## config.mk

```make
export PLATFORM = sky130hd
export DESIGN_NAME = dual_cpu_ipc_sync_fifo_top
export DESIGN_NICKNAME = d
export VERILOG_FILES = /design/src/rtl/core/dcipc_pkg.sv /design/src/rtl/core/dcipc_ctrl.sv /design/src/rtl/core/dcipc_datapath.sv /design/src/rtl/core/dual_cpu_ipc_sync_fifo_top.sv
export SDC_FILE = /design/constraint.sdc
export NUM_CORES = 1
export LEC_CHECK = 0
export BUFFER_PORTS_ARGS = -buffer_cell sky130_fd_sc_hd__buf_2
export CAP_MARGIN = 20
export CORE_UTILIZATION = 55
export DETAILED_ROUTE_END_ITERATION = 7
export HOLD_SLACK_MARGIN = 0.05
export PLACE_DENSITY = 0.7
export SYNTH_ARGS = -nofsm -noshare
export SYNTH_HDL_FRONTEND = slang
export SYNTH_SLANG_ARGS = --single-unit
```

## constraint.sdc

```tcl
create_clock -name clk -period 6.83 [get_ports clk]
set_clock_uncertainty 0.2 [all_clocks]
set_input_delay 1.366 -clock clk [delete_from_list [all_inputs] [get_ports clk]]
set_output_delay 1.366 -clock clk [all_outputs]
set_load 0.1 [all_outputs]
```

## src/rtl/core/dcipc_pkg.sv

```systemverilog
// shared types and constants for the dual cpu mailbox fifo
package dcipc_pkg;

    localparam logic [1:0] ACT_BYTE_RD = 2'd0;
    localparam logic [1:0] ACT_BYTE_WR = 2'd1;
    localparam logic [1:0] ACT_WORD_RD = 2'd2;
    localparam logic [1:0] ACT_WORD_WR = 2'd3;

    localparam logic [2:0] SEL_SYNC_LO   = 3'd0;
    localparam logic [2:0] SEL_SYNC_HI   = 3'd1;
    localparam logic [2:0] SEL_CTRL_LO   = 3'd2;
    localparam logic [2:0] SEL_CTRL_HI   = 3'd3;
    localparam logic [2:0] SEL_SEND_FIFO = 3'd4;
    localparam logic [2:0] SEL_RECV_FIFO = 3'd5;

    localparam logic [7:0] SYNC_LO_MASK = 8'h0F;
    localparam logic [7:0] SYNC_HI_MASK = 8'h4F;

    localparam int IRQ_SYNC_BIT  = 0;
    localparam int IRQ_EMPTY_BIT = 1;
    localparam int IRQ_RECV_BIT  = 2;

    typedef struct packed {
        logic load;
        logic exec;
        logic resp;
    } cmd_t;

endpackage

```

## src/rtl/core/dcipc_ctrl.sv

```systemverilog
// controller state machine sequencing one bus request at a time
module dcipc_ctrl (
    input  logic              clk,
    input  logic              rst_n,
    input  logic              start,
    output logic              busy,
    output logic              done,
    output dcipc_pkg::cmd_t   cmd
);
    import dcipc_pkg::*;

    typedef enum logic [1:0] {
        ST_IDLE,
        ST_EXEC,
        ST_RESP
    } state_t;

    state_t state_reg;
    state_t state_next;
    logic   busy_reg;
    logic   busy_next;
    logic   exec_reg;
    logic   exec_next;
    logic   resp_reg;
    logic   resp_next;

    always_comb
    begin
        state_next = state_reg;
        case (state_reg)
            ST_IDLE:
            begin
                if (start)
                begin
                    state_next = ST_EXEC;
                end
            end
            ST_EXEC: state_next = ST_RESP;
            ST_RESP: state_next = ST_IDLE;
            default: state_next = ST_IDLE;
        endcase
        busy_next = (state_next != ST_IDLE);
        exec_next = (state_next == ST_EXEC);
        resp_next = (state_next == ST_RESP);
    end

    always_ff @(posedge clk or negedge rst_n)
    begin
        if (!rst_n)
        begin
            state_reg <= ST_IDLE;
            busy_reg  <= 1'b0;
            exec_reg  <= 1'b0;
            resp_reg  <= 1'b0;
        end
        else
        begin
            state_reg <= state_next;
            busy_reg  <= busy_next;
            exec_reg  <= exec_next;
            resp_reg  <= resp_next;
        end
    end

    assign busy     = busy_reg;
    assign done     = resp_reg;
    assign cmd.load = start && (state_reg == ST_IDLE);
    assign cmd.exec = exec_reg;
    assign cmd.resp = resp_reg;

endmodule

```

## src/rtl/core/dcipc_datapath.sv

```systemverilog
// mailbox registers, send fifo storage and request decode
module dcipc_datapath #(
    parameter int FIFO_DEPTH = 16
) (
    input  logic              clk,
    input  logic              rst_n,
    input  dcipc_pkg::cmd_t   cmd,
    input  logic [1:0]        action,
    input  logic              side,
    input  logic [2:0]        reg_select,
    input  logic [31:0]       write_data,
    output logic [31:0]       read_data,
    output logic [2:0]        irq_first_cpu,
    output logic [2:0]        irq_second_cpu,
    output logic              unmapped
);
    import dcipc_pkg::*;

    localparam int PTR_W     = $clog2(FIFO_DEPTH);
    localparam int CNT_W     = $clog2(FIFO_DEPTH + 1);
    localparam int MEM_DEPTH = 2 * (2 ** PTR_W);
    localparam logic [CNT_W-1:0] FULL_CNT = CNT_W'(FIFO_DEPTH);
    localparam logic [PTR_W-1:0] LAST_PTR = PTR_W'(FIFO_DEPTH - 1);

    function automatic logic [PTR_W-1:0] next_slot(input logic [PTR_W-1:0] ptr);
        next_slot = (ptr == LAST_PTR) ? '0 : ptr + 1'b1;
    endfunction

    // latched request
    logic [1:0]  action_reg;
    logic        side_reg;
    logic [2:0]  sel_reg;
    logic [31:0] wdata_reg;

    // per side state
    logic [7:0]       sync_reg    [2];
    logic [CNT_W-1:0] count_reg   [2];
    logic [PTR_W-1:0] head_reg    [2];
    logic [PTR_W-1:0] tail_reg    [2];
    logic [31:0]      popped_reg  [2];
    logic [1:0]       empty_en_reg;
    logic [1:0]       recv_en_reg;
    logic [1:0]       error_reg;
    logic [1:0]       fifo_en_reg;

    logic [31:0] fifo_mem [MEM_DEPTH];
    logic [31:0] mem_rdata_reg;

    // response
    logic [31:0] rdata_reg;
    logic [2:0]  irq0_reg;
    logic [2:0]  irq1_reg;
    logic        unmapped_reg;
    logic        pop_reg;

    logic             s;
    logic             p;
    logic [7:0]       b;
    logic [7:0]       rd_byte;
    logic [31:0]      rd_c;
    logic [2:0]       irq_own;
    logic [2:0]       irq_partner;
    logic             hit_c;
    logic             own_full;
    logic             own_empty;
    logic             partner_full;
    logic             partner_empty;
    logic             do_push;
    logic             do_pop;
    logic             clear_own;
    logic [CNT_W-1:0] own_cnt_after;

    assign s             = side_reg;
    assign p             = ~side_reg;
    assign b             = wdata_reg[7:0];
    assign own_full      = (count_reg[s] == FULL_CNT);
    assign own_empty     = (count_reg[s] == '0);
    assign partner_full  = (count_reg[p] == FULL_CNT);
    assign partner_empty = (count_reg[p] == '0);
    assign clear_own     = (action_reg == ACT_BYTE_WR) && (sel_reg == SEL_CTRL_LO) && b[3];
    assign own_cnt_after = clear_own ? '0 : count_reg[s];

    always_comb
    begin
        rd_byte     = 8'd0;
        rd_c        = 32'd0;
        irq_own     = 3'd0;
        irq_partner = 3'd0;
        hit_c       = 1'b1;
        do_push     = 1'b0;
        do_pop      = 1'b0;
        case (action_reg)
            ACT_BYTE_RD:
            begin
                case (sel_reg)
                    SEL_SYNC_LO: rd_byte = sync_reg[p] & SYNC_LO_MASK;
                    SEL_SYNC_HI: rd_byte = sync_reg[s] & SYNC_HI_MASK;
                    SEL_CTRL_LO: rd_byte = {5'd0, empty_en_reg[s], own_full, own_empty};
                    SEL_CTRL_HI: rd_byte = {fifo_en_reg[s], error_reg[s], 3'd0,
                                            recv_en_reg[s], partner_full, partner_empty};
                    default:     hit_c   = 1'b0;
                endcase
                rd_c = {24'd0, rd_byte};
            end
            ACT_BYTE_WR:
            begin
                case (sel_reg)
                    SEL_SYNC_LO: ;
                    SEL_SYNC_HI:
                        irq_partner[IRQ_SYNC_BIT] = b[5] && sync_reg[p][6];
                    SEL_CTRL_LO:
                        irq_own[IRQ_EMPTY_BIT] = !empty_en_reg[s] && b[2]
                                                 && (own_cnt_after == '0);
                    SEL_CTRL_HI:
                        irq_own[IRQ_RECV_BIT] = !recv_en_reg[s] && b[2] && !partner_empty;
                    default: hit_c = 1'b0;
                endcase
            end
            ACT_WORD_RD:
            begin
                if (sel_reg == SEL_RECV_FIFO)
                begin
                    do_pop = !partner_empty;
                    irq_partner[IRQ_EMPTY_BIT] = (count_reg[p] == CNT_W'(1))
                                                 && empty_en_reg[p] && fifo_en_reg[p];
                    rd_c = popped_reg[p];
                end
                else
                begin
                    hit_c = 1'b0;
                end
            end
            ACT_WORD_WR:
            begin
                if (sel_reg == SEL_SEND_FIFO)
                begin
                    do_push = !own_full;
                    irq_partner[IRQ_RECV_BIT] = own_empty && recv_en_reg[p] && fifo_en_reg[s];
                end
                else
                begin
                    hit_c = 1'b0;
                end
            end
            default: hit_c = 1'b0;
        endcase
    end

    // payload capture
    always_ff @(posedge clk)
    begin
        if (cmd.load)
        begin
            action_reg <= action;
            side_reg   <= side;
            sel_reg    <= reg_select;
            wdata_reg  <= write_data;
        end
        if (cmd.exec)
        begin
            rdata_reg    <= rd_c;
            irq0_reg     <= s ? irq_partner : irq_own;
            irq1_reg     <= s ? irq_own : irq_partner;
            unmapped_reg <= !hit_c;
            pop_reg      <= do_pop;
        end
    end

    // fifo storage
    always_ff @(posedge clk)
    begin
        if (cmd.exec && do_push)
        begin
            fifo_mem[{s, tail_reg[s]}] <= wdata_reg;
        end
        if (cmd.exec)
        begin
            mem_rdata_reg <= fifo_mem[{p, head_reg[p]}];
        end
    end

    always_ff @(posedge clk or negedge rst_n)
    begin
        if (!rst_n)
        begin
            for (int i = 0; i < 2; i++)
            begin
                sync_reg[i]   <= 8'd0;
                count_reg[i]  <= '0;
                head_reg[i]   <= '0;
                tail_reg[i]   <= '0;
                popped_reg[i] <= 32'd0;
            end
            empty_en_reg <= 2'b00;
            recv_en_reg  <= 2'b00;
            error_reg    <= 2'b00;
            fifo_en_reg  <= 2'b00;
        end
        else
        begin
            if (cmd.resp && pop_reg)
            begin
                popped_reg[~side_reg] <= mem_rdata_reg;
            end
            if (cmd.exec)
            begin
                case (action_reg)
                    ACT_BYTE_WR:
                    begin
                        case (sel_reg)
                            SEL_SYNC_HI: sync_reg[s] <= b;
                            SEL_CTRL_LO:
                            begin
                                empty_en_reg[s] <= b[2];
                                if (b[3])
                                begin
                                    count_reg[s] <= '0;
                                    head_reg[s]  <= '0;
                                    tail_reg[s]  <= '0;
                                end
                            end
                            SEL_CTRL_HI:
                            begin
                                recv_en_reg[s] <= b[2];
                                fifo_en_reg[s] <= b[7];
                                if (b[6])
                                begin
                                    error_reg[s] <= 1'b0;
                                end
                            end
                            default: ;
                        endcase
                    end
                    ACT_WORD_RD:
                    begin
                        if (sel_reg == SEL_RECV_FIFO)
                        begin
                            if (partner_empty)
                            begin
                                error_reg[s] <= 1'b1;
                            end
                            else
                            begin
                                head_reg[p]  <= next_slot(head_reg[p]);
                                count_reg[p] <= count_reg[p] - 1'b1;
                            end
                        end
                    end
                    ACT_WORD_WR:
                    begin
                        if (sel_reg == SEL_SEND_FIFO)
                        begin
                            if (own_full)
                            begin
                                error_reg[s] <= 1'b1;
                            end
                            else
                            begin
                                tail_reg[s]  <= next_slot(tail_reg[s]);
                                count_reg[s] <= count_reg[s] + 1'b1;
                            end
                        end
                    end
                    default: ;
                endcase
            end
        end
    end

    assign read_data      = cmd.resp ? (pop_reg ? mem_rdata_reg : rdata_reg) : 32'd0;
    assign irq_first_cpu  = cmd.resp ? irq0_reg : 3'd0;
    assign irq_second_cpu = cmd.resp ? irq1_reg : 3'd0;
    assign unmapped       = cmd.resp ? unmapped_reg : 1'b0;

endmodule

```

## src/rtl/core/dual_cpu_ipc_sync_fifo_top.sv

```systemverilog
// top level of the dual cpu mailbox fifo
// a taken request goes through states exec then resp; done and its result show in resp
// a new request is taken only back in idle, after the done cycle ends
// busy stays high from the accepting edge until the done cycle ends; done lasts one cycle
// reset: rst_n clears all flags, counts, pointers and sync bytes; fifo storage is not cleared
module dual_cpu_ipc_sync_fifo_top #(
    parameter int FIFO_DEPTH = 16
) (
    input  logic        clk,
    input  logic        rst_n,
    input  logic        start,
    output logic        busy,
    output logic        done,
    input  logic [1:0]  action,
    input  logic        side,
    input  logic [2:0]  reg_select,
    input  logic [31:0] write_data,
    output logic [31:0] read_data,
    output logic [2:0]  irq_first_cpu,
    output logic [2:0]  irq_second_cpu,
    output logic        unmapped
);
    import dcipc_pkg::*;

    cmd_t cmd;

    dcipc_ctrl u_ctrl (
        .clk   (clk),
        .rst_n (rst_n),
        .start (start),
        .busy  (busy),
        .done  (done),
        .cmd   (cmd)
    );

    dcipc_datapath #(
        .FIFO_DEPTH (FIFO_DEPTH)
    ) u_datapath (
        .clk            (clk),
        .rst_n          (rst_n),
        .cmd            (cmd),
        .action         (action),
        .side           (side),
        .reg_select     (reg_select),
        .write_data     (write_data),
        .read_data      (read_data),
        .irq_first_cpu  (irq_first_cpu),
        .irq_second_cpu (irq_second_cpu),
        .unmapped       (unmapped)
    );

    assert property (@(posedge clk) disable iff (!rst_n) (start && !busy) |=> busy && !done)
        else $error("accepted request did not raise busy");

    assert property (@(posedge clk) disable iff (!rst_n) done |-> busy && $past(busy))
        else $error("done without a request in flight");

    assert property (@(posedge clk) disable iff (!rst_n) done |=> !done && !busy)
        else $error("done held for more than one cycle");

    assert property (@(posedge clk) disable iff (!rst_n)
        !done |-> (read_data == 32'd0) && (irq_first_cpu == 3'd0)
                  && (irq_second_cpu == 3'd0) && !unmapped)
        else $error("result outputs active outside done");

endmodule
```

-- Word level (Yosys, flattened, before mapping)
Memory sizes are Yosys's and may differ from the RTL's. A register that Yosys moved wholly into a read port is not among the register bits.
Cells that the tools add are included.
- add/subtract/negate cells: 4
- $lt $le $gt $ge: 7
- eq/ne operators: 26
- muxes and demuxes: 114
- bitwise logic cells: 11
- reduce and logical (&&, ||, !) cells: 42
- operators with widths (operator ; number):
    $mux W32 ; 7
    $mux W8 ; 9
    $bwmux W64 ; 1
    $pmux W32 S2 ; 1
    $mux W10 ; 6
    $mux W5 ; 9
    $mux W7 ; 6
    $mux W4 ; 10
    $demux W32 S1 ; 1
    $pmux W8 S2 ; 2
    $pmux W8 S4 ; 1
    $mux W1 ; 31
    $pmux W10 S3 ; 1
    $bwmux W10 ; 2
    $logic_and A1 B1 Y1 ; 17
    $and A8 B8 Y8 ; 2
    $bwmux W16 ; 1
    $bwmux W8 ; 2
    $mux W2 ; 8
    $reduce_and A8 Y1 ; 2
    $logic_not A5 Y1 ; 3
    $mux W3 ; 4
    $ne A2 B1 Y1 const B ; 6
    $reduce_and A6 Y1 ; 2
    41 further kinds ; 70
- flip-flop bits (word level): 197
- memory bits (writable): 1024
- word-level logic and storage cells: 234
- memories kept: 1
- memories (memory ; depth ; width ; read ports ; clocked after Yosys merged registers in ; wr ports ; line ; text):
    u_datapath.fifo_mem ; 32 ; 32 ; 1 ; 1 ; 1 ; dcipc_datapath.sv:46 ; logic [31:0] fifo_mem [MEM_DEPTH];

-- Longest topological paths before layout
- depth after elaboration: 11
- depth in mapped cells: 13
- mapped depth without buffers: 9

-- Hierarchy
From an unflattened synthesis, not the netlist that was laid out.
- cell total of the unflattened synthesis: 3185
- area, all modules: 50549.7 um^2
- modules (own cells, without submodules) (module ; instances ; cells each ; area each (um^2) ; seq. area each (um^2)):
    dcipc_datapath ; 1 ; 3172 ; 50364.6 ; 36755.3
    dcipc_ctrl ; 1 ; 13 ; 185.2 ; 125.1

-- Least setup slack after synthesis
No wires, ideal clock.
- path kind: in2reg
- from: in start
- to: reg u_datapath.action_reg[0], enable pin
- arrival: 4.160 ns
- data required time: 6.142 ns
- slack: 1.982 ns
- stages on the path: 1
- cell sequence: nor3b_1
- longest elaborated chain between the ends: 1
- ends and longest elaborated chain (what ; line ; text):
    from (decl) ; dual_cpu_ipc_sync_fifo_top.sv:11 ; input logic start,
    $logic_and A1 B1 Y1 ; dcipc_ctrl.sv:67 ; assign cmd.load = start && (state_reg == ST_IDLE);
    to (signal assigned) ; dcipc_datapath.sv:154 ; action_reg <= action;
    to (decl) ; dcipc_datapath.sv:30 ; logic [1:0] action_reg;
Every way passes these cells.
A chain may end at the register's enable or synchronous reset.

-- Worst setup path in the final report
- from: reg u_datapath.side_reg, in the netlist u_datapath.s
- to: reg u_datapath.mem_rdata_reg[13] (read register of u_datapath.fifo_mem), data pin
- longest elaborated chain between the ends: 5
- ends and longest elaborated chain (what ; line ; text):
    from (decl) ; dcipc_datapath.sv:31 ; logic side_reg;
    from (signal assigned) ; dcipc_datapath.sv:155 ; side_reg <= side;
    $not A1 Y1 * ; dcipc_datapath.sv:74 ; assign p = ~side_reg;
    $not A1 Y2 (implied by the code) ; dcipc_datapath.sv:178 ; mem_rdata_reg <= fifo_mem[{p, head_reg[p]}];
    $mux W4 (implied by the code) (3 in series) ; dcipc_datapath.sv:178 ;
    to (decl) ; dcipc_datapath.sv:47 ; logic [31:0] mem_rdata_reg;
Mark *: on every way between the ends. The rest lies on a longest branch, timed or not. The select of a mux whose other input is x is not followed.

==> key figures <==
Drt
  • Initial DRC Count: 3626
  • Vias/cell: 6.60
  • First-pass DRT Iterations: 6
  • DR WL/cell: 31.4 um
  • Routed WL: 140 mm
  • Drt drc: 0
  • Post-DRT Antenna Nets: 0
  • Via Count: 29.3k

Yosys
  • Post-synth ARST share: 0.0899
  • Share of the synthesized area in the top cell type: 0.667
  • Post-synthesis cell count: 3011
  • Synthesized net count: 3061
  • Top FF cell, synth: edfxtp_1
  • Synth cell count leaders: edfxtp_1 (1134), mux2i_1 (224), nor2_1 (195)
  • Sequential element share of the synthesized area: 0.722
  • Top cells by area, synth: edfxtp_1 (67%), dfrtp_1 (5.5%), mux2i_1 (4.4%)
  • Post-synth EDFFs: 1134
  • Most frequent cell after synthesis: edfxtp_1
  • Synth warn: 0
  • Mapped Area: 51000 um2
  • Mean Syn Cell Area: 16.9 um2
  • Cell taking the most area after synthesis: edfxtp_1
  • Number of library cell types mapped by synthesis: 72
  • #FFs+latches synth: 1246

Clock network
  • H-Tree Depth: 3
  • Post-CTS Setup Bufs: 0
  • Clk root buf: clkbuf_16
  • Hold_buf cts: 0
  • CTS tree: done
  • Total CTS buffers: 120
  • CTS max path bufs: 3
  • CTS clk-pin slew, worst paths: 0.06 ns
  • Post-CTS sizing: 0
  • Skew-Pair Late Insertion Delay: 0.71 ns
  • # clock sinks: 1246

Floorplan
  • Initial Util: 0.556
  • CORE AREA: 91800 um2
  • Width of the die: 307 um
  • Die area: 94000 um2
  • Die height: 307 um
  • I/O pin count: 82
  • Site row count: 111

Worst setup path
  • Most frequent CP cell: buf_4
  • CP required: 7.18 ns
  • WS Path Type: flop to flop
  • Critical-path cell list: buf_4, buf_4, mux2i_4, inv_4, buf_4, buf_4, mux4_2, nand2_1, a221oi_1, a31o_1
  • Crit path depth: 10
  • Slowest cell on crit path: a221oi_1
  • CP Launch Type: flop
  • Slowest stage delay, CP: 1.01 ns
  • CP max FO: 76
  • Worst EP arrival: 5.84 ns
  • Worst-case reg-to-reg path depth: 10
  • Crit end category: flop
  • CP bufs+invs: 5
  • Top delay family on crit path: buffers and inverters

Cells and area
  • Fin cells: 4440
  • Share of layout cells above drive strength 1: 0.198
  • Area delta synth->final: 11.8%
  • Final nets: 3154
  • Final Util: 0.622
  • Max FFs per register: 1024
  • N_diodes: 0

STA
  • RSZ-0062 raised after global routing: false
  • Hold slack: 0.292 ns
  • Final Hold Viols: 0
  • Setup slack after layout: 1.35 ns
  • Post-route clock period utilization: 0.803
  • Least-Margin Pin Slew: 1.48 ns
  • # setup viols final: 0
  • Highest clock rate: 182 MHz
  • Max-slew violations: 0
  • Fin Setup TNS: 0 ns
  • Max_slew headroom: 0.0163
  • Final min period: 5.48 ns

Run status
  • Status: complete, no violations

Global routing
  • First-pass GRT wire length: 198 mm
  • Largest net degree at the start of global routing: 123
  • Initial antenna violation count: 4
  • Congestion Overflow GR: 0
  • Total Routing Usage GR: 0.296
  • Vias in the first global route: 28.7k

Place
  • Worst slack, placed: 1.56 ns
  • Gpl congestion: 0.914
  • Post-DP HPWL: 85.2 mm
  • Cells after DPL: 4208
  • Port bufs: 81

Hold path
  • Hold Crit Class: flop to flop
  • Hold path cells: 1

Pwr
  • Sw Pwr: 4.69 mW
  • Power Density: 318 nW/um2
  • Leak: 19.2 nW
  • Peak VDD IR: 0.282 mV
  • Sw Ratio: 0.258
  • Clock power share: 0.357
  • Share of total power in combinational logic: 0.148
  • Register share of total power: 0.495
  • Power Internal: 13.5 mW

Run
  • Max Cap Viol: 0
## path summary, 6_finish.rpt
| check | from | to | slack, ns |
|---|---|---|---|
| worst max-delay path | u_datapath.s | u_datapath.mem_rdata_reg[13] | 1.35 |
| worst min-delay path | u_datapath.tail_reg[1] | u_datapath.tail_reg[1] | 0.29 |
| worst max register to register | u_datapath.s | u_datapath.mem_rdata_reg[13] | 1.35 |
| worst min register to register | u_datapath.tail_reg[1] | u_datapath.tail_reg[1] | 0.29 |
| max in group asynchronous | rst_n | u_datapath.popped_reg[17] | 4.61 |
| min in group asynchronous | rst_n | u_ctrl.done | 0.50 |
## placed cells by master, fill, tap and decap left out, types with 8 or more instances in the layout
cell type	instances
dfrtp_1	111
buf_2	81
clkinv_1	24
nor3_1	11
o41ai_1	59
nor2_1	163
a22oi_1	10
mux4_2	65
o221ai_1	73
a221oi_1	89
a31o_1	29
o31ai_1	13
nand2b_1	10
a41o_1	58
nand3_1	15
mux2i_1	222
a21oi_1	16
buf_4	72
bufinv_16	12
nor2_4	32
nand2_1	102
o21bai_1	116
nor2b_1	64
o21ai_0	20
clkinv_2	17
buf_12	11
edfxtp_1	1134
mux2_2	174
o22ai_1	20
or3_1	8
and2_1	14
ha_1	9
clkbuf_1	29
mux2_1	31
a31oi_1	12
clkbuf_16	122
inv_1	22
## routing by layer
layer / track usage / routed length (um)
met2: 0.462 / 65000
met4: 0.182 / 9790
met5: 0 / 0
met3: 0.0547 / 13000
met1: 0.388 / 51700
## kinds of logic after synthesis
group,after synthesis,synth area share
flip-flops,1246,0.722
AO/OA/AOI/OAI,562,0.0906
multiplexers,496,0.119
AND/OR/NAND/NOR,459,0.0418
buffers and inverters,227,0.0223
XOR/XNOR,12,0.00206
adder cells (fa/ha/maj),9,0.00221
## power groups by stage
stage / sequential (mW) / combinational (mW) / clock [mW]
after floorplan: 9.09 / 1.86 / 0
after global placement: 9.11 / 2.60 / 0
after detailed placement: 9.14 / 2.65 / 0
after CTS: 8.98 / 2.66 / 6.55
after global routing: 9.01 / 2.82 / 6.82
final: 8.98 / 2.69 / 6.49
## per-stage QoR
step                      total power, mW  area [um2]
final                                18.2       57100
after global routing                 18.7       57100
after detailed placement             11.8       52900
after global placement               11.7       52900
after floorplan                      10.9       51000
after CTS                            18.2       56700
## area by class of cell
class | count | area [um2]
flip-flops and latches | 1246 | 36900
fillers | 6471 | 34700
multi-input cells | 1538 | 13400
clock buffers | 155 | 3220
well taps | 1243 | 1560
repair buffers | 173 | 1370
clock inverters | 60 | 594
inverters | 25 | 104
## worst reg2reg max path, cell delays in order (launching register included)
cell,delay [ns]
edfxtp_1,0.71
buf_4,0.50
buf_4,0.57
mux2i_4,0.15
inv_4,0.79
buf_4,0.62
buf_4,0.26
mux4_2,0.20
nand2_1,0.07
a221oi_1,1.01
a31o_1,0.25
(Power assumes the default switching activity.)
